`config.mk`:
```
export PLATFORM = sky130hd
export DESIGN_NAME = pid_clamping_antiwindup_flat
export DESIGN_NICKNAME = d
export VERILOG_FILES = /design/src/hw/rtl/pidaw_pkg.sv /design/src/hw/rtl/pidaw_req_if.sv /design/src/hw/rtl/pidaw_rsp_if.sv /design/src/hw/rtl/pidaw_calc.sv /design/src/hw/rtl/pid_clamping_antiwindup.sv /design/src/flat_wrapper.sv
export VERILOG_INCLUDE_DIRS = /design/src /design/src/hw/rtl
export SDC_FILE = /design/constraint.sdc
export NUM_CORES = 2
export LEC_CHECK = 0
export ABC_AREA = 1
export BUFFER_PORTS_ARGS = -buffer_cell sky130_fd_sc_hd__buf_2
export CAP_MARGIN = 20
export CORE_AREA = 2 2 376 378
export CTS_CLUSTER_SIZE = 24
export DETAILED_ROUTE_END_ITERATION = 16
export DIE_AREA = 0 0 378 380
export PLACE_DENSITY_LB_ADDON = 0.3
export SLEW_MARGIN = 20
export SYNTH_ARGS = -nofsm -noshare
export SYNTH_HDL_FRONTEND = slang
export SYNTH_SLANG_ARGS = --single-unit
```
`constraint.sdc`:
```
create_clock -name clock -period 20.7 [get_ports clock]
set_input_delay 4.14 -clock clock [delete_from_list [all_inputs] [get_ports clock]]
set_output_delay 4.14 -clock clock [all_outputs]
set_load 0.05 [all_outputs]
```
`src/hw/rtl/pid_clamping_antiwindup_assert.svh`:
```
// Assertion macros for the PID controller block.
// Included by the modules that carry concurrent checks; depends on nothing.
`ifndef PID_CLAMPING_ANTIWINDUP_ASSERT_SVH
`define PID_CLAMPING_ANTIWINDUP_ASSERT_SVH

// same-cycle implication
`define PIDAW_ASSERT_IMP(label, clk, rst, ante, cons) \
   label: assert property (@(posedge clk) disable iff (rst) (ante) |-> (cons)) \
      else $error("pidaw: check failed");

// next-cycle implication
`define PIDAW_ASSERT_NXT(label, clk, rst, ante, cons) \
   label: assert property (@(posedge clk) disable iff (rst) (ante) |=> (cons)) \
      else $error("pidaw: check failed");

`endif

```
`src/hw/rtl/pidaw_pkg.sv`:
```
// Shared types and constants of the PID controller block.
// No dependencies.
package pidaw_pkg;

   localparam int GAIN_W    = 16;
   localparam int CSR_IDX_W = 3;

   localparam logic [CSR_IDX_W-1:0] REG_PROP_GAIN  = 3'd0;
   localparam logic [CSR_IDX_W-1:0] REG_INTEG_GAIN = 3'd1;
   localparam logic [CSR_IDX_W-1:0] REG_DERIV_GAIN = 3'd2;
   localparam logic [CSR_IDX_W-1:0] REG_LOW_LIMIT  = 3'd3;
   localparam logic [CSR_IDX_W-1:0] REG_HIGH_LIMIT = 3'd4;

   // reset limits, truncated to the data width where they are used
   localparam logic signed [31:0] LOW_LIMIT_RESET  = -32'sd32768;
   localparam logic signed [31:0] HIGH_LIMIT_RESET = 32'sd32767;

   typedef enum logic [1:0] {
      SAT_NONE = 2'd0,
      SAT_HIGH = 2'd1,
      SAT_LOW  = 2'd2
   } sat_type;

endpackage

```
`src/hw/rtl/pidaw_req_if.sv`:
```
// Error sample channel of the PID controller: valid/ready plus payload.
// No dependencies.
interface pidaw_req_if #(
   parameter int DATA_WIDTH = 16
);
   logic                         valid;
   logic                         ready;
   logic signed [DATA_WIDTH-1:0] error_sample;

   modport source (output valid, output error_sample, input ready);
   modport sink   (input valid, input error_sample, output ready);
endinterface

```
`src/hw/rtl/pidaw_rsp_if.sv`:
```
// Drive result channel of the PID controller: valid/ready plus payload.
// No dependencies.
interface pidaw_rsp_if #(
   parameter int DATA_WIDTH = 16
);
   logic                         valid;
   logic                         ready;
   logic signed [DATA_WIDTH-1:0] drive;
   logic [1:0]                   sat_state;

   modport source (output valid, output drive, output sat_state, input ready);
   modport sink   (input valid, input drive, input sat_state, output ready);
endinterface

```
`src/hw/rtl/pidaw_calc.sv`:
```
// PID update datapath: terms, sum, limit tests and integral anti-windup.
// Depends on pidaw_pkg.
module pidaw_calc
   import pidaw_pkg::*;
#(
   parameter int DATA_WIDTH = 16,
   parameter int FRAC_BITS  = 8
) (
   input  logic signed [DATA_WIDTH-1:0]           error_sample,
   input  logic signed [DATA_WIDTH-1:0]           last_error,
   input  logic signed [DATA_WIDTH+FRAC_BITS-1:0] integral,
   input  logic signed [GAIN_W-1:0]               prop_gain,
   input  logic signed [GAIN_W-1:0]               integ_gain,
   input  logic signed [GAIN_W-1:0]               deriv_gain,
   input  logic signed [DATA_WIDTH-1:0]           low_limit,
   input  logic signed [DATA_WIDTH-1:0]           high_limit,
   output logic signed [DATA_WIDTH-1:0]           drive,
   output sat_type                                sat,
   output logic signed [DATA_WIDTH+FRAC_BITS-1:0] integral_next
);
   localparam int INTEG_W = DATA_WIDTH + FRAC_BITS;
   localparam int PROD_W  = GAIN_W + DATA_WIDTH + 1;
   localparam int SUM_W   = PROD_W + 2;

   localparam logic signed [INTEG_W-1:0] INTEG_MAX = {1'b0, {(INTEG_W-1){1'b1}}};
   localparam logic signed [INTEG_W-1:0] INTEG_MIN = {1'b1, {(INTEG_W-1){1'b0}}};

   logic signed [DATA_WIDTH:0]   diff;
   logic signed [PROD_W-1:0]     prop_term;
   logic signed [PROD_W-1:0]     deriv_term;
   logic signed [PROD_W-1:0]     integ_inc;
   logic signed [SUM_W-1:0]      sum;
   logic signed [SUM_W-1:0]      acc_raw;
   logic signed [INTEG_W-1:0]    acc_sat;
   logic signed [SUM_W-1:0]      low_q;
   logic signed [SUM_W-1:0]      high_q;

   assign diff       = (DATA_WIDTH+1)'(error_sample) - (DATA_WIDTH+1)'(last_error);
   assign prop_term  = PROD_W'(prop_gain) * PROD_W'(error_sample);
   assign deriv_term = PROD_W'(deriv_gain) * PROD_W'(diff);
   assign integ_inc  = PROD_W'(integ_gain) * PROD_W'(error_sample);

   assign sum     = SUM_W'(prop_term) + SUM_W'(integral) + SUM_W'(deriv_term);
   assign acc_raw = SUM_W'(integral) + SUM_W'(integ_inc);
   assign low_q   = SUM_W'(low_limit) <<< FRAC_BITS;
   assign high_q  = SUM_W'(high_limit) <<< FRAC_BITS;

   // integral saturates to its own width first
   always_comb begin
      if (acc_raw > SUM_W'(INTEG_MAX)) begin
         acc_sat = INTEG_MAX;
      end else if (acc_raw < SUM_W'(INTEG_MIN)) begin
         acc_sat = INTEG_MIN;
      end else begin
         acc_sat = acc_raw[INTEG_W-1:0];
      end
   end

   always_comb begin
      drive         = sum[FRAC_BITS +: DATA_WIDTH];
      sat           = SAT_NONE;
      integral_next = integral;
      if (sum > high_q) begin
         drive = high_limit;
         sat   = SAT_HIGH;
         // only a negative error may pull the integral out of saturation
         if (error_sample < 0) begin
            integral_next = acc_sat;
         end
      end else if (sum < low_q) begin
         drive = low_limit;
         sat   = SAT_LOW;
         if (error_sample > 0) begin
            integral_next = acc_sat;
         end
      end else if (SUM_W'(acc_sat) > high_q) begin
         integral_next = high_q[INTEG_W-1:0];
      end else if (SUM_W'(acc_sat) < low_q) begin
         integral_next = low_q[INTEG_W-1:0];
      end else begin
         integral_next = acc_sat;
      end
   end

endmodule

```
`src/hw/rtl/pid_clamping_antiwindup.sv`:
```
// Positional PID controller with clamping anti-windup, top level.
// Depends on pidaw_pkg, pidaw_req_if, pidaw_rsp_if, pidaw_calc and the assert header.
//
// One error sample per transaction, one drive result per sample. A sample is
// captured in an input register, and the whole update (three products, the
// sum, the limit tests and the integral update) runs combinationally into the
// result register when the result channel is not stalled. A new sample can be
// taken every cycle while the result channel is not stalled. The integral and
// previous-error registers feed back through the update, which sets the rate.
// Gains are signed Q7.8, the integral carries FRAC_BITS fraction bits; reset
// clears the state, zeroes the gains and opens the limits. Write registers only
// while no sample is in flight.
module pid_clamping_antiwindup
   import pidaw_pkg::*;
#(
   parameter int DATA_WIDTH = 16,
   parameter int FRAC_BITS  = 8
) (
   input  logic                       clock,
   input  logic                       reset,
   pidaw_req_if.sink                  req_chan,
   pidaw_rsp_if.source                rsp_chan,
   input  logic                       csr_we,
   input  logic [CSR_IDX_W-1:0]       csr_index,
   input  logic [((DATA_WIDTH > GAIN_W) ? DATA_WIDTH : GAIN_W)-1:0] csr_wdata
);
`include "pid_clamping_antiwindup_assert.svh"

   localparam int INTEG_W = DATA_WIDTH + FRAC_BITS;

   logic signed [GAIN_W-1:0]     prop_gain_ff, prop_gain_in;
   logic signed [GAIN_W-1:0]     integ_gain_ff, integ_gain_in;
   logic signed [GAIN_W-1:0]     deriv_gain_ff, deriv_gain_in;
   logic signed [DATA_WIDTH-1:0] low_limit_ff, low_limit_in;
   logic signed [DATA_WIDTH-1:0] high_limit_ff, high_limit_in;

   logic                         in_valid_ff, in_valid_in;
   logic signed [DATA_WIDTH-1:0] err_ff, err_in;
   logic                         out_valid_ff, out_valid_in;
   logic signed [DATA_WIDTH-1:0] drive_ff, drive_in;
   sat_type                      sat_ff, sat_in;
   logic signed [INTEG_W-1:0]    integ_ff, integ_in;
   logic signed [DATA_WIDTH-1:0] last_err_ff, last_err_in;

   logic                         advance;
   logic                         req_take;
   logic signed [DATA_WIDTH-1:0] calc_drive;
   sat_type                      calc_sat;
   logic signed [INTEG_W-1:0]    calc_integ;

   // ---- configuration registers
   always_comb begin
      prop_gain_in  = prop_gain_ff;
      integ_gain_in = integ_gain_ff;
      deriv_gain_in = deriv_gain_ff;
      low_limit_in  = low_limit_ff;
      high_limit_in = high_limit_ff;
      if (csr_we) begin
         unique case (csr_index)
            REG_PROP_GAIN:  prop_gain_in  = csr_wdata[GAIN_W-1:0];
            REG_INTEG_GAIN: integ_gain_in = csr_wdata[GAIN_W-1:0];
            REG_DERIV_GAIN: deriv_gain_in = csr_wdata[GAIN_W-1:0];
            REG_LOW_LIMIT:  low_limit_in  = csr_wdata[DATA_WIDTH-1:0];
            REG_HIGH_LIMIT: high_limit_in = csr_wdata[DATA_WIDTH-1:0];
            default: ;
         endcase
      end
   end

   // ---- pipeline control: input register -> update -> result register
   assign advance        = in_valid_ff && (!out_valid_ff || rsp_chan.ready);
   assign req_chan.ready = !in_valid_ff || advance;
   assign req_take       = req_chan.valid && req_chan.ready;

   pidaw_calc #(
      .DATA_WIDTH (DATA_WIDTH),
      .FRAC_BITS  (FRAC_BITS)
   ) u_calc (
      .error_sample  (err_ff),
      .last_error    (last_err_ff),
      .integral      (integ_ff),
      .prop_gain     (prop_gain_ff),
      .integ_gain    (integ_gain_ff),
      .deriv_gain    (deriv_gain_ff),
      .low_limit     (low_limit_ff),
      .high_limit    (high_limit_ff),
      .drive         (calc_drive),
      .sat           (calc_sat),
      .integral_next (calc_integ)
   );

   always_comb begin
      in_valid_in  = in_valid_ff;
      err_in       = err_ff;
      out_valid_in = out_valid_ff;
      drive_in     = drive_ff;
      sat_in       = sat_ff;
      integ_in     = integ_ff;
      last_err_in  = last_err_ff;
      if (req_take) begin
         in_valid_in = 1'b1;
         err_in      = req_chan.error_sample;
      end else if (advance) begin
         in_valid_in = 1'b0;
      end
      if (advance) begin
         out_valid_in = 1'b1;
         drive_in     = calc_drive;
         sat_in       = calc_sat;
         integ_in     = calc_integ;
         last_err_in  = err_ff;
      end else if (rsp_chan.ready) begin
         out_valid_in = 1'b0;
      end
   end

   always_ff @(posedge clock) begin
      if (reset) begin
         prop_gain_ff  <= '0;
         integ_gain_ff <= '0;
         deriv_gain_ff <= '0;
         low_limit_ff  <= LOW_LIMIT_RESET[DATA_WIDTH-1:0];
         high_limit_ff <= HIGH_LIMIT_RESET[DATA_WIDTH-1:0];
         in_valid_ff   <= 1'b0;
         out_valid_ff  <= 1'b0;
         integ_ff      <= '0;
         last_err_ff   <= '0;
      end else begin
         prop_gain_ff  <= prop_gain_in;
         integ_gain_ff <= integ_gain_in;
         deriv_gain_ff <= deriv_gain_in;
         low_limit_ff  <= low_limit_in;
         high_limit_ff <= high_limit_in;
         in_valid_ff   <= in_valid_in;
         out_valid_ff  <= out_valid_in;
         integ_ff      <= integ_in;
         last_err_ff   <= last_err_in;
      end
   end

   always_ff @(posedge clock) begin
      err_ff   <= err_in;
      drive_ff <= drive_in;
      sat_ff   <= sat_in;
   end

   assign rsp_chan.valid     = out_valid_ff;
   assign rsp_chan.drive     = drive_ff;
   assign rsp_chan.sat_state = sat_ff;

   // ---- checks
   `PIDAW_ASSERT_IMP(a_drive_in_window, clock, reset,
      out_valid_ff && (sat_ff == SAT_NONE),
      (drive_ff >= low_limit_ff) && (drive_ff <= high_limit_ff))
   `PIDAW_ASSERT_IMP(a_high_clamp, clock, reset,
      out_valid_ff && (sat_ff == SAT_HIGH), drive_ff == high_limit_ff)
   `PIDAW_ASSERT_IMP(a_low_clamp, clock, reset,
      out_valid_ff && (sat_ff == SAT_LOW), drive_ff == low_limit_ff)
   `PIDAW_ASSERT_NXT(a_state_holds, clock, reset,
      !advance, $stable(integ_ff) && $stable(last_err_ff))

endmodule
```
`src/flat_wrapper.sv`:
```
// flat-port wrapper written by rule: the top's interface ports become plain ports
module pid_clamping_antiwindup_flat import pidaw_pkg::*;
#(
   parameter int DATA_WIDTH = 16,
   parameter int FRAC_BITS  = 8
)
  (clock, reset, csr_we, csr_index, csr_wdata, req_chan_valid, req_chan_error_sample, req_chan_ready, rsp_chan_valid, rsp_chan_drive, rsp_chan_sat_state, rsp_chan_ready);
  pidaw_req_if #(.DATA_WIDTH(DATA_WIDTH)) req_chan_i ();
  pidaw_rsp_if #(.DATA_WIDTH(DATA_WIDTH)) rsp_chan_i ();
  input  logic clock;
  input  logic reset;
  input  logic csr_we;
  input  logic [CSR_IDX_W-1:0] csr_index;
  input  logic [((DATA_WIDTH > GAIN_W) ? DATA_WIDTH : GAIN_W)-1:0] csr_wdata;
  input wire logic [$bits(req_chan_i.valid)-1:0] req_chan_valid;
  input wire logic [$bits(req_chan_i.error_sample)-1:0] req_chan_error_sample;
  output wire logic [$bits(req_chan_i.ready)-1:0] req_chan_ready;
  output wire logic [$bits(rsp_chan_i.valid)-1:0] rsp_chan_valid;
  output wire logic [$bits(rsp_chan_i.drive)-1:0] rsp_chan_drive;
  output wire logic [$bits(rsp_chan_i.sat_state)-1:0] rsp_chan_sat_state;
  input wire logic [$bits(rsp_chan_i.ready)-1:0] rsp_chan_ready;
  assign req_chan_i.valid = req_chan_valid;
  assign req_chan_i.error_sample = req_chan_error_sample;
  assign req_chan_ready = req_chan_i.ready;
  assign rsp_chan_valid = rsp_chan_i.valid;
  assign rsp_chan_drive = rsp_chan_i.drive;
  assign rsp_chan_sat_state = rsp_chan_i.sat_state;
  assign rsp_chan_i.ready = rsp_chan_ready;
  pid_clamping_antiwindup #(.DATA_WIDTH(DATA_WIDTH), .FRAC_BITS(FRAC_BITS)) u_core (.clock(clock), .reset(reset), .req_chan(req_chan_i), .rsp_chan(rsp_chan_i), .csr_we(csr_we), .csr_index(csr_index), .csr_wdata(csr_wdata));
endmodule
```
## After elaboration in Yosys (flattened, before gate mapping)

Index checks and enable logic that the tools add are counted.

- Output and inout bits: 20
- Bits of input ports: 40
- Register bits: 156
- Word-level logic and storage cells: 63

- $mul: 3
- Equal/unequal tests: 6
- Reduce and logical (&&, ||, !) cells: 15
- Mux-type cells: 15
- Magnitude comparators: 8
- Add/subtract/negate cells: 4

Operators with widths:

| kind | number |
|---|---|
| $mux 24 | 8 |
| $mul 16x16->32 | 2 |
| $add 33x33->34 | 1 |
| $gt 34x24->1 | 1 |
| $lt 34x24->1 | 1 |
| $add 24x32->33 | 1 |
| $add 32x24->33 | 1 |
| $gt 33x24->1 const B | 1 |
| $lt 33x24->1 const B | 1 |
| $mul 16x17->33 | 1 |
| $mux 16 | 2 |
| $gt 24x24->1 | 1 |
| $lt 24x24->1 | 1 |
| $sub 16x16->17 | 1 |
| $gt 16x1->1 const B | 1 |
| $lt 16x1->1 const B | 1 |
| $reduce_and 2->1 | 5 |
| $eq 3x2->1 const B | 2 |
| $mux 1 | 4 |
| $reduce_bool 2->1 | 2 |
| $eq 3x1->1 const B | 1 |
| $eq 3x3->1 const B | 1 |
| $logic_not 3->1 | 1 |
| $ne 3x2->1 const B | 1 |
| 6 further kinds | 9 |

## Longest topological paths before layout

- Word-level depth: 10
- Depth in mapped cells: 67
- Mapped depth without buffers: 65

## By module

From an unflattened synthesis, not the netlist that was laid out.

- Cells, all modules: 5,428
- Area total of the unflattened synthesis: 42,904.9 µm²

Modules (own cells, without submodules):

| module | area an instance (µm²) | sequential area each (µm²) | cells an instance | instances |
|---|---|---|---|---|
| pidaw_calc | 36,991.7 | 0.0 | 4,718 | 1 |
| pid_clamping_antiwindup | 5,913.2 | 3,463.3 | 710 | 1 |

## Worst setup path before layout

Ideal clock, no wire load.

- Path kind: register to register
- Start point: register u_core.err_ff[1]
- End point: register u_core.drive_ff[5], in the netlist u_core.rsp_chan.drive[5] (data pin)
- Setup time: 164 ps
- Stages on the path, launching flop included: 58
- Buffers on the path: 6
- Arrival time: 11,904 ps
- Clock period less this slack: 12,068 ps
- Data required time: 20,536 ps
- Path slack: 8,632 ps
- Path through: edfxtp_1 > clkbuf_1 > clkbuf_1 > inv_1 > fa_1 > o21ai_1 > nand2_1 > nand2_1 > a21oi_1 > or2_1 > nand2_1 > a21oi_1 > inv_1 > nand4_1 > o2111ai_1 > or2_2 > nand2_1 > clkbuf_1 > [22 not listed] > a21oi_1 > o21ai_1 > xor2_1 > ha_1 > nand2_1 > nor4_1 > nand3_1 > nand3_1 > inv_1 > or2_2 > nand3_1 > inv_1 > nor2_1 > buf_2 > buf_2 > buf_2 > nand2_1 > o221ai_1

- Cells in the longest elaborated chain, start to end: 6
- Elaborated cells between the ends (all ways): 9
- Those cells by class: add/sub: 3; mul: 2; order compare: 2; mux: 2

Ends and longest elaborated chain:

| item | RTL line | RTL |
|---|---|---|
| start: declaration | pid_clamping_antiwindup.sv:38 | `logic signed [DATA_WIDTH-1:0] err_ff, err_in;` |
| start signal: assignment | pid_clamping_antiwindup.sv:142 | `err_ff <= err_in;` |
| $mul 16x16->32 / $sub 16x16->17 (equally long branches) | pidaw_calc.sv:39, pidaw_calc.sv:38 |  |
| $add 32x24->33 / $mul 16x17->33 (equally long branches) | pidaw_calc.sv:43, pidaw_calc.sv:40 |  |
| $add 33x33->34 * | pidaw_calc.sv:43 | `assign sum = SUM_W'(prop_term) + SUM_W'(integral) + SUM_W'(deriv_term);` |
| $lt 34x24->1 | pidaw_calc.sv:70 | `end else if (sum < low_q) begin` |
| $mux 16 | pidaw_calc.sv:70 |  |
| $mux 16 * | pidaw_calc.sv:63 | `if (sum > high_q) begin` |
| via u_core.calc_drive[5] | pid_clamping_antiwindup.sv:47 | `logic signed [DATA_WIDTH-1:0] calc_drive;` |
| end signal: assignment | pid_clamping_antiwindup.sv:143 | `drive_ff <= drive_in;` |
| end: declaration | pid_clamping_antiwindup.sv:40 | `logic signed [DATA_WIDTH-1:0] drive_ff, drive_in;` |

Mark *: on every way through the listed nets, which the timed path passes. The rest lies on a longest branch.
A chain may end at the register's enable or synchronous reset.

## Worst setup path after layout

- Start point: register u_core.err_ff[0]
- End point: register u_core.integ_ff[21]

- Cells in the longest elaborated chain, start to end: 10
- Elaborated cells between the ends (all ways): 26
- Those cells by class: add/sub: 4; mul: 3; order compare: 8; eq/ne: 2; mux: 8; reduce/logical: 1

Ends and longest elaborated chain:

| item | RTL line | RTL |
|---|---|---|
| $mul 16x16->32 | pidaw_calc.sv:41 | `assign integ_inc = PROD_W'(integ_gain) * PROD_W'(error_sample);` |
| $add 24x32->33 | pidaw_calc.sv:44 | `assign acc_raw = SUM_W'(integral) + SUM_W'(integ_inc);` |
| $lt 33x24->1 | pidaw_calc.sv:52 | `end else if (acc_raw < SUM_W'(INTEG_MIN)) begin` |
| $mux 24 | pidaw_calc.sv:52 |  |
| $mux 24 | pidaw_calc.sv:50 | `if (acc_raw > SUM_W'(INTEG_MAX)) begin` |
| $lt 24x24->1 | pidaw_calc.sv:78 | `end else if (SUM_W'(acc_sat) < low_q) begin` |
| $mux 24 | pidaw_calc.sv:78 |  |
| $mux 24 | pidaw_calc.sv:76 | `end else if (SUM_W'(acc_sat) > high_q) begin` |
| $mux 24 | pidaw_calc.sv:70 |  |
| $mux 24 | pidaw_calc.sv:63 |  |
| end signal: assignment | pid_clamping_antiwindup.sv:136 | `integ_ff <= integ_in;` |
| end: declaration | pid_clamping_antiwindup.sv:42 | `logic signed [INTEG_W-1:0] integ_ff, integ_in;` |

Parallel ways exist; a longest one is shown, timed or not. The select of a mux whose other input is x is not followed.

==> results.tsv <==
metric	value	unit
timing.hold.worst.class	flop to flop	
drv_cap	0	
layout.cells.most_common	sky130_fd_sc_hd__inv_1	
timing.final.crit_share	68.39	%
viasPerCell	4.565	
critical_path_required	21.14	ns
synth.distinct_cells	50	
rows	137	
cts_num_sinks	156	
ys_ff_latch	156	
postSynthCellCount	5081	
outcome	complete, no violations	
power_density	156.4	nW/um^2
gp_congestion	0.9217	
place.port_buffers	59	
path_delay_family	adder cells	
critical_path.slowest_cell	sky130_fd_sc_hd__fa_1	
ant_nets	0	
critical-path-max-stage-delay	0.59	ns
mappedNetlistArea	41530	sq um
tritoncts.num_buffers	17	
clock_tree.root_cell	sky130_fd_sc_hd__clkbuf_16	
critPathMaxFanout	34	
finalWirelength	128700	microns
dr_total_vias	31410	
grt_pass1_vias	33280	
max_freq	70.64	MHz
postSynthNetCount	6373	
grt_overflow_total	0	
yosys_most_used_dff	sky130_fd_sc_hd__dfxtp_1	
synth-seq-area-share	8.340	%
power.static_leakage	24.12	nW
cts_resized	0	
synth_top_cells_by_area	sky130_fd_sc_hd__fa_1 45%, sky130_fd_sc_hd__inv_1 13%, sky130_fd_sc_hd__ha_1 9.9%, sky130_fd_sc_hd__nand2_1 9.3%, sky130_fd_sc_hd__dfxtp_1 5.9%	
critPathBufInv	14	
worst_pin_slew	1.013	ns
grt_pass1_wl	200900	microns
timing.max_slew.rel_slack	32.28	%
crit_type	flop to flop	
synth_enable_flop_cells	34	
synth-async-reset-ratio	0	%
post_route_drc_violation_count	0	
detailedRoute.firstPassIterationCount	6	
die_height	380	microns
initial_antenna_violation_count	14	
max-clock-path-buffers	2	
drive_gt1_share	4.356	%
floorplan.io_pins	60	
skew	0.03498	ns
grtUsageTotal	18.53	%
post-route-worst-setup-slack	6.543	ns
h-tree-depth	4	
die-area	143600	sq um
worst_setup_hold_path_clk_slew	0.08	ns
worst_setup_path_end_kind	flop	
final_util	31.75	%
synth_largest_type_area_fraction	44.54	%
cts_hold_buffers	0	
detailedPlacementHpwl	106400	microns
drt-wirelength-per-cell	18.70	microns
layout_common_cells	1,433 x sky130_fd_sc_hd__inv_1, 1,027 x sky130_fd_sc_hd__nand2_1, 924 x sky130_fd_sc_hd__fa_1, 328 x sky130_fd_sc_hd__ha_1, 295 x sky130_fd_sc_hd__nor2_1	
setup_viol	0	
power.ir.vdd_worst	0.4609	mV
startpoint_type	flop	
floorplan.die.width	378	microns
yosysWarnings	0	
syn_area_per_cell	8.173	sq um
totalNegativeSetupSlack	0	ns
grt_start_max_net_pins	78	
worst-endpoint-arrival	14.60	ns
clock_insertion_delay_worst_skew	0.54	ns
detailedPlace.worstSlack	6.587	ns
fp.coreArea	139200	sq um
cts_tree	yes	
finalNetCount	6284	
unrepaired_setup_endpoints_after_global_routing	no	
antenna_cells	0	
start_util	29.84	%
initialDrtViolationCount	2255	
cts.repair_timing.setup_buffer_count	0	
finalHoldViolations	0	
report.final.slew_viol_count	0	
layout-area-overhead-vs-synth	6.417	%
yosys.area.top_type	sky130_fd_sc_hd__fa_1	
timing.final.crit_period	14.16	ns
==> per-stage QoR <==
step | cell area [sq um] | total power [W] | instances | hold slack (ns)
3_3_place_gp | 43650 | 0.006527 | 6849 | 0.4494
4_1_cts | 44190 | 0.006952 | 6881 | 0.4670
2_1_floorplan | 41530 | 0.004850 | 5081 | 0.4353
5_1_grt | 44190 | 0.007650 | 6881 | 0.4859
3_5_place_dp | 43650 | 0.006575 | 6849 | 0.4550
6_report | 44190 | 0.006911 | 6881 | 0.4617
==> layout make-up <==
class	instances	area, sq um
Fill cell	14880	94990
Multi-Input combinational cell	3256	31780
Inverter	1467	5508
Sequential cell	156	3463
Tap cell	1876	2347
Timing Repair Buffer	94	558.0
Clock buffer	19	432.9
Clock inverter	13	108.9
==> where the power goes <==
part	internal [W]	total [W]	switching, W
Combinational	0.00205	0.00605	0.00400
Clock	0.000156	0.000327	0.000171
Sequential	0.000493	0.000539	0.0000458
Total	0.00270	0.00691	0.00422
==> metal layers <==
metal	track usage (%)	vias to the layer above	part of all wire (%)
met4	5.991	6	3.2
met3	2.192	155	5.4
met5	0	-	0.031
met2	30.05	869	46
li1	-	14500	-
met1	25.65	15880	45
==> worst register-to-register path, delay by kind of cell, from the launching register on <==
kind	cells	cell delay, ns
buffers and inverters	14	2.24
adder cells (fa/ha/maj)	12	5.28
AND/OR/NAND/NOR	18	3.09
AO/OA/AOI/OAI	18	3.03
XOR/XNOR	1	0.16
flip-flops	1	0.32
==> state kept, by name (all words and copies together), names as in the netlist <==
name                       flops
u_core.rsp_chan.drive         16
u_core.low_limit_ff           16
u_core.deriv_gain_ff          16
u_core.rsp_chan.valid          1
u_core.high_limit_ff          16
u_core.integ_ff               24
u_core.err_ff                 16
u_core.last_err_ff            16
u_core.in_valid_ff             1
u_core.prop_gain_ff           16
u_core.integ_gain_ff          16
u_core.rsp_chan.sat_state      2
==> synth_stat cells (all sizes together), types with 12 or more instances <==
master / count
nand4: 16
clkbuf: 188
inv: 1455
xor2: 45
nand2: 1043
xnor2: 29
nor3: 21
a21oi: 194
ha: 328
nand3: 107
dfxtp: 122
o211ai: 18
or2: 17
nor2: 300
edfxtp: 34
fa: 924
o221ai: 19
clkinv: 12
o21ai: 150
buf: 14
==> path summary, 6_finish.rpt <==
kind | startpoint | endpoint | slack (ns) | depth (start not counted)
setup / recovery | u_core.err_ff[0] | u_core.integ_ff[21] | 6.54 | 63
setup reg to reg | u_core.err_ff[0] | u_core.integ_ff[21] | 6.54 | 63
hold reg to reg | u_core.last_err_ff[15] | u_core.last_err_ff[15] | 0.46 | 2
hold / removal | u_core.last_err_ff[15] | u_core.last_err_ff[15] | 0.46 | 2
==> logic make-up after synthesis <==
logic type | share of synthesized area [%]
XOR/XNOR | 1.561
AO/OA/AOI/OAI | 5.538
AND/OR/NAND/NOR | 14.96
adder cells (fa/ha/maj) | 54.42
flip-flops | 8.340
buffers and inverters | 15.18
No activity file was read; power rests on OpenSTA's default activity.
